`src/rtl/core/jce_pkg.sv`:
```
package jce_pkg;

   // ASCII characters used by the escape sequences
   localparam logic [6:0] CH_BSLASH = 7'h5C;
   localparam logic [6:0] CH_QUOTE  = 7'h22;
   localparam logic [6:0] CH_U      = 7'h75;
   localparam logic [6:0] CH_B      = 7'h62;
   localparam logic [6:0] CH_F      = 7'h66;
   localparam logic [6:0] CH_N      = 7'h6E;
   localparam logic [6:0] CH_R      = 7'h72;
   localparam logic [6:0] CH_T      = 7'h74;

   // code points with a short escape
   localparam logic [20:0] CP_BS    = 21'h00008;
   localparam logic [20:0] CP_TAB   = 21'h00009;
   localparam logic [20:0] CP_LF    = 21'h0000A;
   localparam logic [20:0] CP_FF    = 21'h0000C;
   localparam logic [20:0] CP_CR    = 21'h0000D;
   localparam logic [20:0] CP_QUOTE = 21'h00022;
   localparam logic [20:0] CP_BSL   = 21'h0005C;

   // surrogate arithmetic
   localparam logic [20:0] CP_BMP_MAX   = 21'h00FFFF;
   localparam logic [20:0] CP_SUPP_BASE = 21'h010000;
   localparam logic [15:0] SURR_HI_BASE = 16'hD800;
   localparam logic [15:0] SURR_LO_BASE = 16'hDC00;

   // sequence lengths
   localparam logic [3:0] LEN_SHORT = 4'd2;
   localparam logic [3:0] LEN_U16   = 4'd6;
   localparam logic [3:0] LEN_PAIR  = 4'd12;

   // character position inside one \uXXXX group
   localparam logic [2:0] POS_BSLASH = 3'd0;
   localparam logic [2:0] POS_U      = 3'd1;
   localparam logic [2:0] POS_HEX3   = 3'd2;
   localparam logic [2:0] POS_HEX2   = 3'd3;
   localparam logic [2:0] POS_HEX1   = 3'd4;
   localparam logic [2:0] POS_HEX0   = 3'd5;

   typedef enum logic [1:0] {
      KIND_SHORT,
      KIND_U16,
      KIND_PAIR
   } kind_type;

   // classified word, as held in the queue
   typedef struct packed {
      kind_type    kind;
      logic [6:0]  short_ch;
      logic [15:0] hi;
      logic [15:0] lo;
   } desc_type;

   typedef struct packed {
      logic full;
      logic empty;
   } queue_status_type;

   function automatic logic [6:0] hex_char(input logic [3:0] nib);
      logic [6:0] ext;
      ext = {3'b000, nib};
      if (nib < 4'd10)
         return 7'h30 + ext;
      else
         return 7'h37 + ext;
   endfunction

   function automatic logic [3:0] seq_len(input kind_type kind);
      logic [3:0] len;
      unique case (kind)
         KIND_SHORT: len = LEN_SHORT;
         KIND_U16:   len = LEN_U16;
         KIND_PAIR:  len = LEN_PAIR;
         default:    len = LEN_U16;
      endcase
      return len;
   endfunction

endpackage

```
`src/rtl/core/jce_front.sv`:
```
module jce_front (
   input  logic                      clock,
   input  logic                      reset,
   input  logic                      req_valid,
   output logic                      req_stall,
   input  logic [20:0]               req_code_point,
   input  jce_pkg::queue_status_type q_status,
   output logic                      push,
   output jce_pkg::desc_type         push_desc
);
   import jce_pkg::*;

   logic     valid_ff, valid_in;
   desc_type desc_ff, desc_in;
   logic [6:0]  short_ch;
   logic [20:0] supp;

   // short escape lookup
   always_comb begin
      unique case (req_code_point)
         CP_QUOTE: short_ch = CH_QUOTE;
         CP_BSL:   short_ch = CH_BSLASH;
         CP_BS:    short_ch = CH_B;
         CP_FF:    short_ch = CH_F;
         CP_LF:    short_ch = CH_N;
         CP_CR:    short_ch = CH_R;
         CP_TAB:   short_ch = CH_T;
         default:  short_ch = 7'd0;
      endcase
   end

   // classify and split into surrogates
   always_comb begin
      supp = req_code_point - CP_SUPP_BASE;
      desc_in.short_ch = short_ch;
      if (short_ch != 7'd0) begin
         desc_in.kind = KIND_SHORT;
         desc_in.hi   = req_code_point[15:0];
         desc_in.lo   = req_code_point[15:0];
      end else if (req_code_point <= CP_BMP_MAX) begin
         desc_in.kind = KIND_U16;
         desc_in.hi   = req_code_point[15:0];
         desc_in.lo   = req_code_point[15:0];
      end else begin
         desc_in.kind = KIND_PAIR;
         desc_in.hi   = SURR_HI_BASE + {5'd0, supp[20:10]};
         desc_in.lo   = SURR_LO_BASE | {6'd0, supp[9:0]};
      end
   end

   // one-word input register, drains into the queue
   assign push      = valid_ff && !q_status.full;
   assign push_desc = desc_ff;
   assign req_stall = valid_ff && q_status.full;
   assign valid_in  = req_stall ? valid_ff : req_valid;

   always_ff @(posedge clock) begin
      if (reset) begin
         valid_ff <= 1'b0;
      end else begin
         valid_ff <= valid_in;
      end
      if (req_valid && !req_stall) begin
         desc_ff <= desc_in;
      end
   end

endmodule

```
`src/rtl/core/jce_queue.sv`:
```
module jce_queue #(
   parameter int DEPTH = 2
) (
   input  logic                      clock,
   input  logic                      reset,
   input  logic                      push,
   input  jce_pkg::desc_type         push_desc,
   input  logic                      pop,
   output jce_pkg::desc_type         pop_desc,
   output jce_pkg::queue_status_type q_status
);
   import jce_pkg::*;

   localparam int PTR_W = (DEPTH > 1) ? $clog2(DEPTH) : 1;
   localparam int CNT_W = $clog2(DEPTH + 1);
   localparam logic [PTR_W-1:0] LAST_PTR = PTR_W'(DEPTH - 1);
   localparam logic [CNT_W-1:0] FULL_CNT = CNT_W'(DEPTH);

   desc_type         mem_ff [DEPTH];
   logic [PTR_W-1:0] wr_ptr_ff, wr_ptr_in;
   logic [PTR_W-1:0] rd_ptr_ff, rd_ptr_in;
   logic [CNT_W-1:0] count_ff, count_in;
   logic             do_push, do_pop;

   assign q_status.full  = (count_ff == FULL_CNT);
   assign q_status.empty = (count_ff == '0);
   assign do_push  = push && !q_status.full;
   assign do_pop   = pop && !q_status.empty;
   assign pop_desc = mem_ff[rd_ptr_ff];

   // pointer and count update
   always_comb begin
      wr_ptr_in = wr_ptr_ff;
      rd_ptr_in = rd_ptr_ff;
      count_in  = count_ff;
      if (do_push)
         wr_ptr_in = (wr_ptr_ff == LAST_PTR) ? '0 : wr_ptr_ff + 1'b1;
      if (do_pop)
         rd_ptr_in = (rd_ptr_ff == LAST_PTR) ? '0 : rd_ptr_ff + 1'b1;
      if (do_push && !do_pop)
         count_in = count_ff + 1'b1;
      else if (do_pop && !do_push)
         count_in = count_ff - 1'b1;
   end

   always_ff @(posedge clock) begin
      if (reset) begin
         wr_ptr_ff <= '0;
         rd_ptr_ff <= '0;
         count_ff  <= '0;
      end else begin
         wr_ptr_ff <= wr_ptr_in;
         rd_ptr_ff <= rd_ptr_in;
         count_ff  <= count_in;
      end
      if (do_push) begin
         mem_ff[wr_ptr_ff] <= push_desc;
      end
   end

endmodule

```
`src/rtl/core/jce_back.sv`:
```
module jce_back (
   input  logic                      clock,
   input  logic                      reset,
   input  jce_pkg::queue_status_type q_status,
   input  jce_pkg::desc_type         pop_desc,
   output logic                      pop,
   output logic                      rsp_valid,
   input  logic                      rsp_stall,
   output logic [6:0]                rsp_out_char,
   output logic [3:0]                rsp_seq_length,
   output logic                      rsp_last
);
   import jce_pkg::*;

   logic       busy_ff, busy_in;
   desc_type   cur_ff;
   logic [2:0] pos_ff, pos_in;
   logic       half_ff, half_in;
   logic       fire, is_last, load;
   logic [15:0] val;

   assign fire = busy_ff && !rsp_stall;

   // end of sequence detect
   always_comb begin
      unique case (cur_ff.kind)
         KIND_SHORT: is_last = (pos_ff == POS_U);
         KIND_U16:   is_last = (pos_ff == POS_HEX0);
         KIND_PAIR:  is_last = half_ff && (pos_ff == POS_HEX0);
         default:    is_last = 1'b1;
      endcase
   end

   assign load = !q_status.empty && (!busy_ff || (fire && is_last));
   assign pop  = load;

   // character select
   assign val = half_ff ? cur_ff.lo : cur_ff.hi;
   always_comb begin
      unique case (pos_ff)
         POS_BSLASH: rsp_out_char = CH_BSLASH;
         POS_U:      rsp_out_char = (cur_ff.kind == KIND_SHORT) ? cur_ff.short_ch : CH_U;
         POS_HEX3:   rsp_out_char = hex_char(val[15:12]);
         POS_HEX2:   rsp_out_char = hex_char(val[11:8]);
         POS_HEX1:   rsp_out_char = hex_char(val[7:4]);
         POS_HEX0:   rsp_out_char = hex_char(val[3:0]);
         default:    rsp_out_char = CH_BSLASH;
      endcase
   end

   assign rsp_valid      = busy_ff;
   assign rsp_seq_length = seq_len(cur_ff.kind);
   assign rsp_last       = is_last;

   // sequencer
   always_comb begin
      busy_in = busy_ff;
      pos_in  = pos_ff;
      half_in = half_ff;
      if (load) begin
         busy_in = 1'b1;
         pos_in  = POS_BSLASH;
         half_in = 1'b0;
      end else if (fire) begin
         if (is_last) begin
            busy_in = 1'b0;
         end else if (pos_ff == POS_HEX0) begin
            pos_in  = POS_BSLASH;
            half_in = 1'b1;
         end else begin
            pos_in = pos_ff + 3'd1;
         end
      end
   end

   always_ff @(posedge clock) begin
      if (reset) begin
         busy_ff <= 1'b0;
         pos_ff  <= POS_BSLASH;
         half_ff <= 1'b0;
      end else begin
         busy_ff <= busy_in;
         pos_ff  <= pos_in;
         half_ff <= half_in;
      end
      if (load) begin
         cur_ff <= pop_desc;
      end
   end

endmodule

```
`src/rtl/core/json_char_escape_encoder.sv`:
```
// Path: a word passes the input register, then the queue, then the serializer register
// before its first character is presented on rsp_valid.
// Throughput: one character per cycle on the output while rsp_stall is low; a word
// yields 2, 6 or 12 characters. Input words are taken every cycle while the input register
// and the QUEUE_DEPTH-entry queue have room.
// Reset: synchronous, active high; empties the queue and the serializer, no clearing pass.
module json_char_escape_encoder #(
   parameter int QUEUE_DEPTH = 2
) (
   input  logic        clock,
   input  logic        reset,
   input  logic        req_valid,
   output logic        req_stall,
   input  logic [20:0] req_code_point,
   output logic        rsp_valid,
   input  logic        rsp_stall,
   output logic [6:0]  rsp_out_char,
   output logic [3:0]  rsp_seq_length,
   output logic        rsp_last
);
   import jce_pkg::*;

   queue_status_type q_status;
   desc_type         push_desc, pop_desc;
   logic             push, pop;

   jce_front u_front (
      .clock          (clock),
      .reset          (reset),
      .req_valid      (req_valid),
      .req_stall      (req_stall),
      .req_code_point (req_code_point),
      .q_status       (q_status),
      .push           (push),
      .push_desc      (push_desc)
   );

   jce_queue #(
      .DEPTH (QUEUE_DEPTH)
   ) u_queue (
      .clock     (clock),
      .reset     (reset),
      .push      (push),
      .push_desc (push_desc),
      .pop       (pop),
      .pop_desc  (pop_desc),
      .q_status  (q_status)
   );

   jce_back u_back (
      .clock          (clock),
      .reset          (reset),
      .q_status       (q_status),
      .pop_desc       (pop_desc),
      .pop            (pop),
      .rsp_valid      (rsp_valid),
      .rsp_stall      (rsp_stall),
      .rsp_out_char   (rsp_out_char),
      .rsp_seq_length (rsp_seq_length),
      .rsp_last       (rsp_last)
   );

   // a sequence runs without gaps once started
   a_no_gap: assert property (@(posedge clock) disable iff (reset)
      rsp_valid && !rsp_stall && !rsp_last |=> rsp_valid)
      else $error("sequence interrupted");

   // a sequence that follows straight on a finished one opens with a backslash
   a_open_bslash: assert property (@(posedge clock) disable iff (reset)
      (rsp_valid && !rsp_stall && rsp_last) ##1 rsp_valid |-> rsp_out_char == CH_BSLASH)
      else $error("sequence does not start with backslash");

   // queue cannot be full and empty at once
   a_queue_sane: assert property (@(posedge clock) disable iff (reset)
      !(q_status.full && q_status.empty))
      else $error("queue full and empty");

endmodule

```
`config.mk`:
```
export PLATFORM = sky130hd
export DESIGN_NAME = json_char_escape_encoder
export DESIGN_NICKNAME = d
export VERILOG_FILES = /design/src/rtl/core/jce_pkg.sv /design/src/rtl/core/jce_front.sv /design/src/rtl/core/jce_queue.sv /design/src/rtl/core/jce_back.sv /design/src/rtl/core/json_char_escape_encoder.sv
export SDC_FILE = /design/constraint.sdc
export NUM_CORES = 1
export LEC_CHECK = 0
export CAP_MARGIN = 20
export CORE_AREA = 2 2 139 141
export CTS_CLUSTER_DIAMETER = 30
export CTS_CLUSTER_SIZE = 40
export DETAILED_ROUTE_END_ITERATION = 10
export DIE_AREA = 0 0 141 143
export DONT_BUFFER_PORTS = 1
export MAX_ROUTING_LAYER = met4
export PLACE_DENSITY = 0.56
export RECOVER_POWER = 25
export SLEW_MARGIN = 20
export SYNTH_ARGS = -nofsm -noshare
export SYNTH_HDL_FRONTEND = slang
export SYNTH_SLANG_ARGS = --single-unit
export TNS_END_PERCENT = 1
```
`constraint.sdc`:
```
create_clock -name clock -period 7.7 [get_ports clock]
set_clock_uncertainty 0.05 [all_clocks]
set_input_delay 0.385 -clock clock [delete_from_list [all_inputs] [get_ports clock]]
set_output_delay 0.385 -clock clock [all_outputs]
set_load 0.02 [all_outputs]
```
==> results.cfg <==
[status]
status = finished clean

[drt]
via_per_inst = 5.01
num_vias = 3566
first_pass_iters = 5
drtIter0Drc = 184
wl_um = 12300
ant_nets = 0
route.detailed.drc = 0
routedWlPerCell_um = 17.3

[timing]
relSlewSlack_pct = 34.8
tns_ns = 0
rsz0062_at_grt = no
hold_viol = 0
fmax_ghz = 0.310
timing.final.crit_share_pct = 41.9
whs_ns = 0.0459
finalWorstSetupSlack_ns = 4.47
fin_crit_ns = 3.23
max_slew.worst_pin.slew_ns = 0.976
drv_slew = 0
setup_violations = 0

[global_routing]
antenna_found_initial = 0
gr-total-overflow = 0
grt_use_total_pct = 13.2
grt_pass1_vias = 3613
grt_max_degree = 39
grt_first_pass_wirelength_um = 19500

[floorplanning]
core_area_mm2 = 0.0186
ioPinCount = 39
die_width_um = 141
die_y_um = 143
dieArea_mm2 = 0.0202
start_util_pct = 34.8
row_count = 50

[clock_network]
clock-root-buffer = clkbuf_16
cts_tree = done
clk_pin_slew_ns = 0.06
cts_made_buffers = 17
clockBufferDepth = 2
h-tree-depth = 4
holdBufCountCts = 11
clk_latency_ns = 0.41
cts_setup_buffers = 0
cts_num_sinks = 150
cts_resized = 0

[synthesis]
synth_top_area_share_pct = 65.0
synth_edf_count = 140
ys_ff_latch = 150
synth.distinct_cells = 62
netlist_area_mm2 = 0.00647
synth-async-reset-ratio_pct = 0
synth_nets = 477
avgSynthCellArea_um2 = 14.6
syn-instance-count = 444
ys_top_cells_by_count = edfxtp_1 (140), mux2_2 (38), nor2_1 (26)
synth.most_common_cell = edfxtp_1
synthTopCellsByArea = edfxtp_1 (65%), mux2_2 (6.6%), dfxtp_1 (3.1%)
synth_top_area_cell = edfxtp_1
yosys_warnings = 0
synth_flop_cell = edfxtp_1
yosysSeqAreaShare_pct = 68.1

[hold_path]
hold_end = u_front.valid_ff$_SDFFE_PP0N_
hold_start = req_valid
hp-class = input port to register
whs_path_depth = 2

[final_layout]
area_growth_pct = 17.0
fin_util_pct = 40.7
final_cells = 712
fin_area_mm2 = 0.00757
num_antenna_cells = 0
nNetsFinal = 498
fill_cells = 1677
layout-drive-gt1-share_pct = 18.4

[critical_path]
r2r_end = u_queue.count_ff[1]$_SDFFE_PP0P_
crit_type = register to output pin
cp_slowest_stage_delay_ns = 0.70
cp_top_family = flip-flops
cp_num_buf_inv = 1
cp_slowest_cell = dfxtp_2
reg2reg_from = u_back.pos_ff[0]$_SDFFE_PP0P_
cp.depth = 7
crit_arrival_ns = 2.79
critPathLaunch = u_back.half_ff$_SDFFE_PP0P_
worst_setup_path_end_kind = output pin
startpoint_type = register
crit_fanout = 24
r2r_setup_slack_ns = 4.67
worstPathCellList = mux2i_1, ha_1, inv_1, a211oi_1, a2111oi_0, or3_1, nand4_1
cp.required_ns = 7.26
r2r.worst_path.cells = 8

[pwr]
peakVddDrop_uv = 213
p_per_area_mw_per_mm2 = 330
report.power.total_mw = 2.50
leakagePower_nw = 2.52

[placed_design]
numPortBuffers = 0
post_dp_cell_area_mm2 = 0.00676
dp_hpwl_um = 8500
post-place-ws_ns = 4.52
gp_congestion = 0.850
dp.cells = 669

[job]
maxCapViolCount = 0
cells in the final DEF, fill, tap and decap left out, types with 5 or more instances in the layout:
cell | Yosys | layout
nand2b_1 | 11 | 11
nand2_1 | 22 | 22
clkbuf_16 | 0 | 17
bufinv_16 | 0 | 7
mux2_1 | 9 | 9
inv_1 | 13 | 13
buf_4 | 1 | 5
dfxtp_1 | 10 | 9
mux2i_1 | 12 | 12
nand4_1 | 7 | 7
nor2b_1 | 7 | 6
nor3_1 | 11 | 11
nor2_1 | 26 | 25
dlygate4sd3_1 | 0 | 11
mux2_2 | 38 | 38
ha_1 | 8 | 8
a21oi_1 | 13 | 13
o21ai_0 | 13 | 13
xor2_1 | 10 | 10
edfxtp_1 | 140 | 140
o21ai_1 | 5 | 5
or3_1 | 6 | 6
and3_1 | 5 | 5
nand3_1 | 5 | 5
cell type report:
cell class	count	area, um2	area share [%]
timing repair buffer	16	148	1.95
multi-input combinational	266	1970	26.1
clock buffer	17	425	5.62
sequential	150	4410	58.2
clock inverter	15	274	3.62
tap	234	293	3.87
inverter	14	52.6	0.694
routing by layer:
metal  up-vias  share of wire (%)  global-route usage (%)
met2        79                 44                    18.9
li1       1747                  -                       -
met5         -                  0                       -
met1      1720                 50                    18.1
met4         0                2.1                    6.11
met3        20                3.8                    3.02
how the worst max path moves through the flow:
| stage | slack [ns] | end |
|---|---|---|
| 3_3_place_gp | 4.63 | u_queue.count_ff[1]$_SDFFE_PP0P_ |
| 3_5_place_dp | 4.52 | rsp_out_char[4] |
| 5_1_grt | 4.29 | rsp_out_char[4] |
| 4_1_cts | 4.07 | rsp_out_char[4] |
| 2_1_floorplan | 3.77 | u_queue.count_ff[1]$_SDFFE_PP0P_ |
| 6_report | 4.47 | rsp_out_char[4] |
cell families after synthesis:
group                      synth area share (%)
AOI/OAI and AO/OA                          6.09
xor gates and xnor gates                   1.89
adders and majority gates                  1.55
buffers and inverters                      1.84
DFF                                        68.1
muxes                                      10.0
other                                    0.0579
and+or+nand+nor                            10.5
worst register-to-register path, cell delays in order, from the launching register on:
cell	delay (ns)
dfxtp_1	0.60
nor2b_1	0.39
o21ai_0	0.33
a31oi_4	0.25
buf_4	0.42
inv_1	0.09
ha_1	0.35
or3_1	0.35
a21oi_1	0.14
power by group:
group	total [mW]	internal [mW]	switching, mW
sequential	1.13	1.06	0.0705
combinational	0.408	0.156	0.253
clock	0.962	0.643	0.319
total	2.50	1.86	0.642
flip-flops by register name, indices dropped and copies added (netlist names):
register and cells:
u_front.valid_ff 1, u_queue.mem_ff 70, u_back.half_ff 1, u_queue.rd_ptr_ff 1, u_queue.count_ff 2, u_back.pos_ff 3, u_front.push_desc 35, u_back.cur_ff 35
u_back.rsp_valid 1, u_queue.wr_ptr_ff 1
No activity file was read; power rests on OpenSTA's default activity.
